$ cat config.mk
export PLATFORM = sky130hd
export DESIGN_NAME = rau_div
export DESIGN_NICKNAME = d
export VERILOG_FILES = /design/src/rtl/rau_pkg.sv /design/src/rtl/rau_cell.sv /design/src/rtl/rau_div.sv
export SDC_FILE = /design/constraint.sdc
export NUM_CORES = 1
export LEC_CHECK = 0
export ABC_CLOCK_PERIOD_IN_PS = 5450
export BUFFER_PORTS_ARGS = -buffer_cell sky130_fd_sc_hd__buf_4
export CAP_MARGIN = 30
export CORE_ASPECT_RATIO = 1.4
export CORE_MARGIN = 3
export CORE_UTILIZATION = 57
export DETAILED_ROUTE_END_ITERATION = 10
export GPL_TIMING_DRIVEN = 1
export PLACE_DENSITY = 0.91
export SLEW_MARGIN = 30
export SYNTH_ARGS = -nofsm -noshare
export SYNTH_HDL_FRONTEND = slang
export SYNTH_SLANG_ARGS = --single-unit
$ cat constraint.sdc
create_clock -name clk_i -period 5.45 [get_ports clk_i]
set_input_delay 1.09 -clock clk_i [delete_from_list [all_inputs] [get_ports clk_i]]
set_output_delay 1.09 -clock clk_i [all_outputs]
set_load 0.1 [all_outputs]
$ cat src/rtl/rau_pkg.sv
// Package with shared constants, types and operand helpers for the rational arithmetic unit.
package rau_pkg;

  localparam int OperandWidth = 32;
  localparam int FieldWidth   = 32;
  localparam int NumWidth     = 64;
  localparam int DenWidth     = 63;
  localparam int CntWidth     = 7;

  typedef enum logic [1:0] {
    CMD_ADD = 2'd0,
    CMD_SUB = 2'd1,
    CMD_MUL = 2'd2,
    CMD_DIV = 2'd3
  } cmd_e;

  typedef enum logic [1:0] {
    ST_OK       = 2'd0,
    ST_DIV_ZERO = 2'd1,
    ST_DEN_ZERO = 2'd2
  } status_e;

  typedef struct packed {
    logic                neg;
    logic [OperandWidth-1:0] mag;
  } smag_t;

  function automatic smag_t take_operand(logic [FieldWidth-1:0] raw);
    logic [OperandWidth-1:0] v;
    smag_t r;
    v = raw[OperandWidth-1:0];
    r.neg = v[OperandWidth-1];
    r.mag = r.neg ? (~v + OperandWidth'(1)) : v;
    if (r.mag == '0) r.neg = 1'b0;
    return r;
  endfunction

endpackage

$ cat src/rtl/rau_cell.sv
// One bit cell of the divider quotient chain.
module rau_cell (
  input  logic clk_i,
  input  logic load_i,
  input  logic load_bit_i,
  input  logic shift_i,
  input  logic shift_bit_i,
  output logic bit_o
);

  logic bit_q, bit_d;

  always_comb begin
    bit_d = bit_q;
    if (load_i) begin
      bit_d = load_bit_i;
    end else if (shift_i) begin
      bit_d = shift_bit_i;
    end
  end

  always_ff @(posedge clk_i) begin
    bit_q <= bit_d;
  end

  assign bit_o = bit_q;

endmodule

$ cat src/rtl/rau_div.sv
// Bit-serial restoring divider built on a chain of quotient cells.
module rau_div (
  input  logic                          clk_i,
  input  logic                          rst_ni,
  input  logic                          start_i,
  input  logic [rau_pkg::NumWidth-1:0]  dividend_i,
  input  logic [rau_pkg::NumWidth-1:0]  divisor_i,
  output logic                          done_o,
  output logic [rau_pkg::NumWidth-1:0]  quotient_o
);

  logic [rau_pkg::NumWidth-1:0] rem_q, rem_d, rem_s;
  logic [rau_pkg::NumWidth-1:0] q_bits;
  logic [rau_pkg::NumWidth-1:0] shift_in;
  logic [rau_pkg::CntWidth-1:0] cnt_q, cnt_d;
  logic                         run_q, run_d, done_q, done_d;
  logic                         ge;

  assign rem_s = {rem_q[rau_pkg::NumWidth-2:0], q_bits[rau_pkg::NumWidth-1]};
  assign ge    = rem_s >= divisor_i;
  assign shift_in = {q_bits[rau_pkg::NumWidth-2:0], ge};

  for (genvar i = 0; i < rau_pkg::NumWidth; i++) begin : g_cell
    rau_cell u_cell (
      .clk_i      (clk_i),
      .load_i     (start_i),
      .load_bit_i (dividend_i[i]),
      .shift_i    (run_q),
      .shift_bit_i(shift_in[i]),
      .bit_o      (q_bits[i])
    );
  end

  always_comb begin
    rem_d  = rem_q;
    cnt_d  = cnt_q;
    run_d  = run_q;
    done_d = 1'b0;
    if (start_i) begin
      rem_d = '0;
      cnt_d = rau_pkg::CntWidth'(rau_pkg::NumWidth);
      run_d = 1'b1;
    end else if (run_q) begin
      rem_d = ge ? (rem_s - divisor_i) : rem_s;
      cnt_d = cnt_q - rau_pkg::CntWidth'(1);
      if (cnt_q == rau_pkg::CntWidth'(1)) begin
        run_d  = 1'b0;
        done_d = 1'b1;
      end
    end
  end

  always_ff @(posedge clk_i or negedge rst_ni) begin
    if (!rst_ni) begin
      cnt_q  <= '0;
      run_q  <= 1'b0;
      done_q <= 1'b0;
    end else begin
      cnt_q  <= cnt_d;
      run_q  <= run_d;
      done_q <= done_d;
    end
  end

  always_ff @(posedge clk_i) begin
    rem_q <= rem_d;
  end

  assign done_o     = done_q;
  assign quotient_o = q_bits;

endmodule

==> out/results.ini, run 1 <==
[pwr]
leakage_nw=5.42
clockPowerShare_pct=26.0
vdd_drop_max_mv=0.193
p_sw_share_pct=42.7
p_int_mw=2.53
seq_power_share_pct=31.4
p_total_mw=4.42
power_density_nw_per_um2=369
pwr-share-comb_pct=42.6
power.switching_mw=1.89

[placement]
dpl.hpwl_um=19600
port_buffers=195
place_congestion=0.964
placed_area_um2=11400

[worst_setup_path]
slowest_delay_ns=0.40
arrival_ns=4.40
critPathKind=primary input to flop
worstPathCellList=buf_4, inv_1, ha_1, a21oi_1, o21ai_0, a21o_1, a221oi_1, nor2_1, a211oi_1, o21ai_4, inv_2, buf_4, nand2_1, a311oi_1
critPathRequiredTime_ns=5.76
path_depth=14
r2r_cells=15
cp_num_buf_inv=4
cpMaxStageDelayCell=a211oi_1
path_common_cell=buf_4
critPathLaunchType=primary input
crit_path_end_kind=flop
crit_family=compound AO/OA/AOI/OAI gates
critical_path.max_fanout=27

[floorplanning]
die-area_um2=19900
fp.dieH_um=166
start_util_pct=58.9
core_area_um2=17600
rows=57
pin_count=196
dieWidth_um=120

[timing]
max_clock_freq_ghz=0.245
rsz0062_at_grt=false
fin_crit_ns=4.08
slew_viol_final=0
finalSetupTns_ns=0
worst_pin_slew_ns=0.911
whs_ns=0.475
skew_ns=0.0136
min_period_over_period_pct=74.9
hold_violations=0
relSlewSlack_pct=39.3
setup_viol=0

[global_routing]
grt.met1_usage_pct=30.0
grt_use_met2_pct=46.1
grt_overflow=0
grt_pass1_wl_um=42700
grt_pass1_vias=8972
grt_start_max_net_pins=92
top_usage_layer=met2
grt_use_total_pct=26.1
antenna_found_initial=0
met3_usage_pct=4.57

[routing]
wirelength_um=26600
drt_iter0_drc=728
drtAntennaViolNets=0
wl_per_cell_um=17.4
viasPerCell=5.96
vias=9153
first_pass_iters=5
drc=0

[clocking]
htree_levels=4
numCtsBuffers=17
cts_sinks=136
post_cts_buffers=0
cts_buffer_depth=2
ctsHoldBuffers=0
clkSlewWorstSetupHoldPaths_ns=0.06
clock_latency_ns=0.43
cts_resized=0
cts-root-buf=clkbuf_16
cts_tree=built

[final_layout]
final_area_um2=12000
final_cell_mix=201 x buf_4, 137 x nand2_1, 99 x nor2_1
final_common_cell=buf_4
drive_gt1_share_pct=24.9
final_nets=1484
nFillCells=1329
register_area_um2=3410
n_antenna_cell=0
multiInputGateArea_um2=5860
syn_to_final_growth_pct=15.5

[synthesis]
synthTopCellsByArea=edfxtp_1 19%, dfxtp_1 12%, ha_1 8.0%
yosysSeqAreaShare_pct=32.9
synth_ff_type=edfxtp_1
postSynthAreaPerCell_um2=8.64
synth_area_um2=10400
yosys.area.top_type_share_pct=18.5
synth_cell_types=71
yosysTopAreaCell=edfxtp_1
syn_nets=1398
yosysWarnings=0
syn_inst=1200
synth-edff-count=64
synthArstFlopShare_pct=6.62
ys_seq_elements=136

[min_path]
hp-class=primary input to asynchronous set/reset pin

[job]
drv_cap=0

[outcome]
outcome=completed

==> Yosys cell counts, types with 21 or more instances <==
master    instances
a21o_1           46
a21oi_1          74
a311oi_1         41
buf_4            71
clkbuf_1         51
dfxtp_1          63
edfxtp_1         64
ha_1             66
inv_1            84
mux2_2           64
nand2_1         137
nand4_1          21
nor2_1           99
o21ai_0          41
xnor2_1          37
xor2_1           22
==> area by class of cell <==
cell class	instances	area share, %
Timing Repair Buffer	201	12.6
Clock inverter	15	1.32
Clock buffer	17	3.55
Sequential cell	136	28.5
Inverter	85	2.66
Multi-Input combinational cell	845	48.9
Tap cell	236	2.47
==> state kept, by name, indices dropped and copies added, names as in the netlist <==
name	flops
g_cell.u_cell.bit_o	64
rem_q	63
cnt_q	7
done_o	1
run_q	1
==> cells by family (layout without fill, tap and decap cells) <==
| kind of cell | count (synthesis) | in the layout | synth area share (%) |
|---|---|---|---|
| muxes | 68 | 68 | 7.34 |
| adders and majority gates | 67 | 67 | 8.16 |
| and+or+nand+nor | 336 | 336 | 14.4 |
| buffers and inverters | 219 | 318 | 10.6 |
| xor gates and xnor gates | 59 | 59 | 4.98 |
| AOI/OAI and AO/OA | 315 | 315 | 21.6 |
| DFF | 136 | 136 | 32.9 |
==> worst paths after layout <==
| path | to | start | slack, ns |
|---|---|---|---|
| max | rem_q[15]$_SDFFE_PP0P_ | divisor_i[51] | 1.37 |
| min | cnt_q[3]$_DFFE_PN0P_ | rst_ni | 0.48 |
| max reg2reg | rem_q[62]$_SDFFE_PP0P_ | g_cell[63].u_cell.bit_o$_DFFE_PP_ | 1.67 |
| min reg2reg | rem_q[19]$_SDFFE_PP0P_ | rem_q[18]$_SDFFE_PP0P_ | 0.50 |
| max in group asynchronous | run_q$_DFF_PN0_ | rst_ni | 4.82 |
| min in group clk_i | rem_q[19]$_SDFFE_PP0P_ | rem_q[18]$_SDFFE_PP0P_ | 0.50 |
==> worst register-to-register path: cells and delay by family (launching register included) <==
kind	cells	cell delay [ns]
DFF	1	0.45
adders and majority gates	2	0.63
buffers and inverters	2	0.52
and+or+nand+nor	2	0.35
AOI/OAI and AO/OA	9	1.76
==> layer usage <==
metal,wire (µm),share of wire [%]
met1,10500,39
met2,13300,50
met4,1040,3.9
met5,0,0
met3,1810,6.8
==> metrics by stage <==
step / utilization (%) / instances / setup slack [ns]
6_report: 68.0 / 1535 / 1.37
5_1_grt: 68.0 / 1535 / 1.06
4_1_cts: 68.0 / 1535 / 1.41
3_5_place_dp: 64.7 / 1503 / 0.971
3_3_place_gp: 64.7 / 1503 / 1.10
2_1_floorplan: - / 1200 / 1.69
==> power by group through the flow <==
stage	registers (mW)	clock network, mW	logic (mW)
CTS	1.39	1.16	1.87
floorplan	1.35	0	1.58
global placement	1.40	0	1.82
global route	1.41	1.20	2.03
finish	1.39	1.15	1.88
detailed placement	1.40	0	1.86
No activity file was read; power rests on OpenSTA's default activity.
==> inputs of run 2 (changes only) <==
- ABC_CLOCK_PERIOD_IN_PS: 5450 -> 3350
- CORE_UTILIZATION: 57 -> 52
- PLACE_DENSITY: 0.91 -> 0.88
- clock period: 5.45 -> 3.35 ns (I/O delays scaled with it)
==> out/results.ini, run 2 (synthesis gave the netlist of run 1 again) <==
[outcome]
outcome=completed

[global_routing]
grt_use_total_pct=26.2  ; +0.17 points
grt_start_max_net_pins=138  ; +50%
grt_overflow=0  ; unchanged
grt_pass1_wl_um=47500  ; +11%
grt_pass1_vias=9977  ; +11%
antenna_found_initial=0  ; unchanged

[timing]
rsz0062_at_grt=false
relSlewSlack_pct=49.8  ; +10 points
whs_ns=0.0550  ; -0.420 ns
skew_ns=0.0285  ; +0.0149 ns
hold_violations=0  ; unchanged
max_clock_freq_ghz=0.313
worst_pin_slew_ns=0.753  ; -0.157 ns
min_period_over_period_pct=95.3
setup_slack_ns=0.156  ; -1.21 ns
slew_viol_final=0  ; unchanged
fin_crit_ns=3.19
setup_viol=0  ; unchanged

[clocking]
cts_sinks=136  ; unchanged
htree_levels=4  ; unchanged
cts_tree=built
clkSlewWorstSetupHoldPaths_ns=0.06  ; about the same
cts-root-buf=clkbuf_16
numCtsBuffers=17  ; unchanged
clock_latency_ns=0.43  ; about the same
cts_buffer_depth=2  ; unchanged

[floorplanning]
fp.dieH_um=173  ; +4.5%
die-area_um2=21700  ; +9.2%
rows=60  ; +5.3%
start_util_pct=53.5  ; -5.3 points
pin_count=196  ; unchanged
core_area_um2=19400  ; +10%
dieWidth_um=125  ; +4.5%

[routing]
vias=9868  ; +7.8%
viasPerCell=5.83  ; -2.3%
first_pass_iters=6  ; +1
wirelength_um=29200  ; +9.6%
drt_iter0_drc=615  ; -16%
drtAntennaViolNets=0  ; unchanged
wl_per_cell_um=17.2  ; -0.70%
drc=0  ; unchanged

[pwr]
p_int_mw=4.51  ; +78%
clockPowerShare_pct=24.6  ; -1.4 points
vdd_drop_max_mv=0.343  ; +78%
seq_power_share_pct=29.3  ; -2.1 points
pwr-share-comb_pct=46.1  ; +3.5 points
leakage_nw=6.22  ; +15%
p_sw_share_pct=41.7  ; -1.1 points
power_density_nw_per_um2=582  ; +58%
power.switching_mw=3.22  ; +70%
p_total_mw=7.73  ; +75%

[final_layout]
fin_util_pct=68.5  ; +0.52 points
multiInputGateArea_um2=5930  ; +1.2%
final_cell_mix=339 x buf_4, 137 x nand2_1, 99 x nor2_1
n_antenna_cell=0  ; unchanged
nFillCells=1455  ; +9.5%
syn_to_final_growth_pct=28.0
drive_gt1_share_pct=33.4  ; +8.5 points
largest_reg_flops=64  ; unchanged
final_area_um2=13300  ; +11%
final_nets=1631  ; +9.9%
register_area_um2=3410  ; unchanged
final_common_cell=buf_4

[worst_setup_path]
crit_path_end_kind=flop
r2r_end=rem_q[32]$_SDFFE_PP0P_
critical_path.max_fanout=5  ; -81%
critPathRequiredTime_ns=3.67  ; -2.09 ns
critPathKind=primary input to flop
arrival_ns=3.52  ; -0.88 ns
critPathLaunchType=primary input
crit_path_start=divisor_i[1]
r2r_start=g_cell[63].u_cell.bit_o$_DFFE_PP_
r2r_cells=15  ; unchanged
r2r_slack_ns=0.16  ; -1.51 ns

[placement]
preCtsSetupSlack_ns=-0.340  ; -1.31 ns
place_congestion=0.929  ; -3.6%
port_buffers=195  ; unchanged
dpl.hpwl_um=21900  ; +12%
placed_area_um2=12600  ; +10%

[min_path]
hp-class=primary input to asynchronous set/reset pin

[job]
drv_cap=0  ; unchanged

[run 2: cell count changes in the layout (fill, tap and decap cells not counted), sizes merged]
cell / change
clkinv: -3
clkbuf: +1
inv: +2
buf: +147
[run 2: timing repair]
item,4_1_cts,5_1_grt
hold buffers,0,0
resized for setup,2,17
endpoints found under the setup margin,5,62
gates cloned,0,0
pin swaps,0,7
setup buffers,0,3
[run 2: worst max path at each step]
stage / cells past startpoint / end
after detailed placement: 14 / rem_q[56]$_SDFFE_PP0P_
final: 15 / rem_q[51]$_SDFFE_PP0P_
after global routing: 16 / rem_q[42]$_SDFFE_PP0P_
after CTS: 15 / rem_q[14]$_SDFFE_PP0P_
after global placement: 15 / rem_q[62]$_SDFFE_PP0P_
after floorplan: 13 / rem_q[20]$_SDFFE_PP0P_
[run 2: per-stage QoR]
step / instances / TNS [ns]
final: 1694 / 0
after global routing: 1694 / 0
after CTS: 1691 / 0
after detailed placement: 1659 / -15.00
after global placement: 1659 / -8.73
after floorplan: 1200 / 0
[run 2: routing by layer]
metal,vias to the layer above,wire length [µm],GRT usage (%)
met1,4608,11300,29.5
li1,4692,-,-
met4,0,1080,11.5
met2,474,15000,48.1
met5,-,0,0
met3,94,1840,4.64
[run 2: power groups by stage]
stage	registers [mW]	clock network [mW]	logic, mW
floorplan	2.20	0	2.57
global placement	2.27	0	3.40
detailed placement	2.29	0	3.46
CTS	2.26	1.93	3.50
global route	2.30	2.01	3.82
finish	2.26	1.90	3.56
[run 2: worst max-delay path, stage by stage]
cell	delay (ns)
buf_4	0.10
inv_1	0.05
ha_1	0.29
nor2b_1	0.21
o31ai_2	0.11
a21oi_2	0.24
a221oi_2	0.12
o31a_1	0.36
o21a_1	0.23
o31a_1	0.28
buf_4	0.17
o21ai_2	0.20
nor2_1	0.09
o21a_1	0.18
a2111oi_2	0.19
[run 2: final cells by class]
| class | instances | area share, % |
|---|---|---|
| multi-input combinational | 845 | 44.7 |
| tap | 248 | 2.34 |
| sequential | 136 | 25.7 |
| inverter | 85 | 2.42 |
| timing repair buffer | 348 | 20.4 |
| clock buffer | 18 | 3.31 |
| clock inverter | 14 | 1.15 |
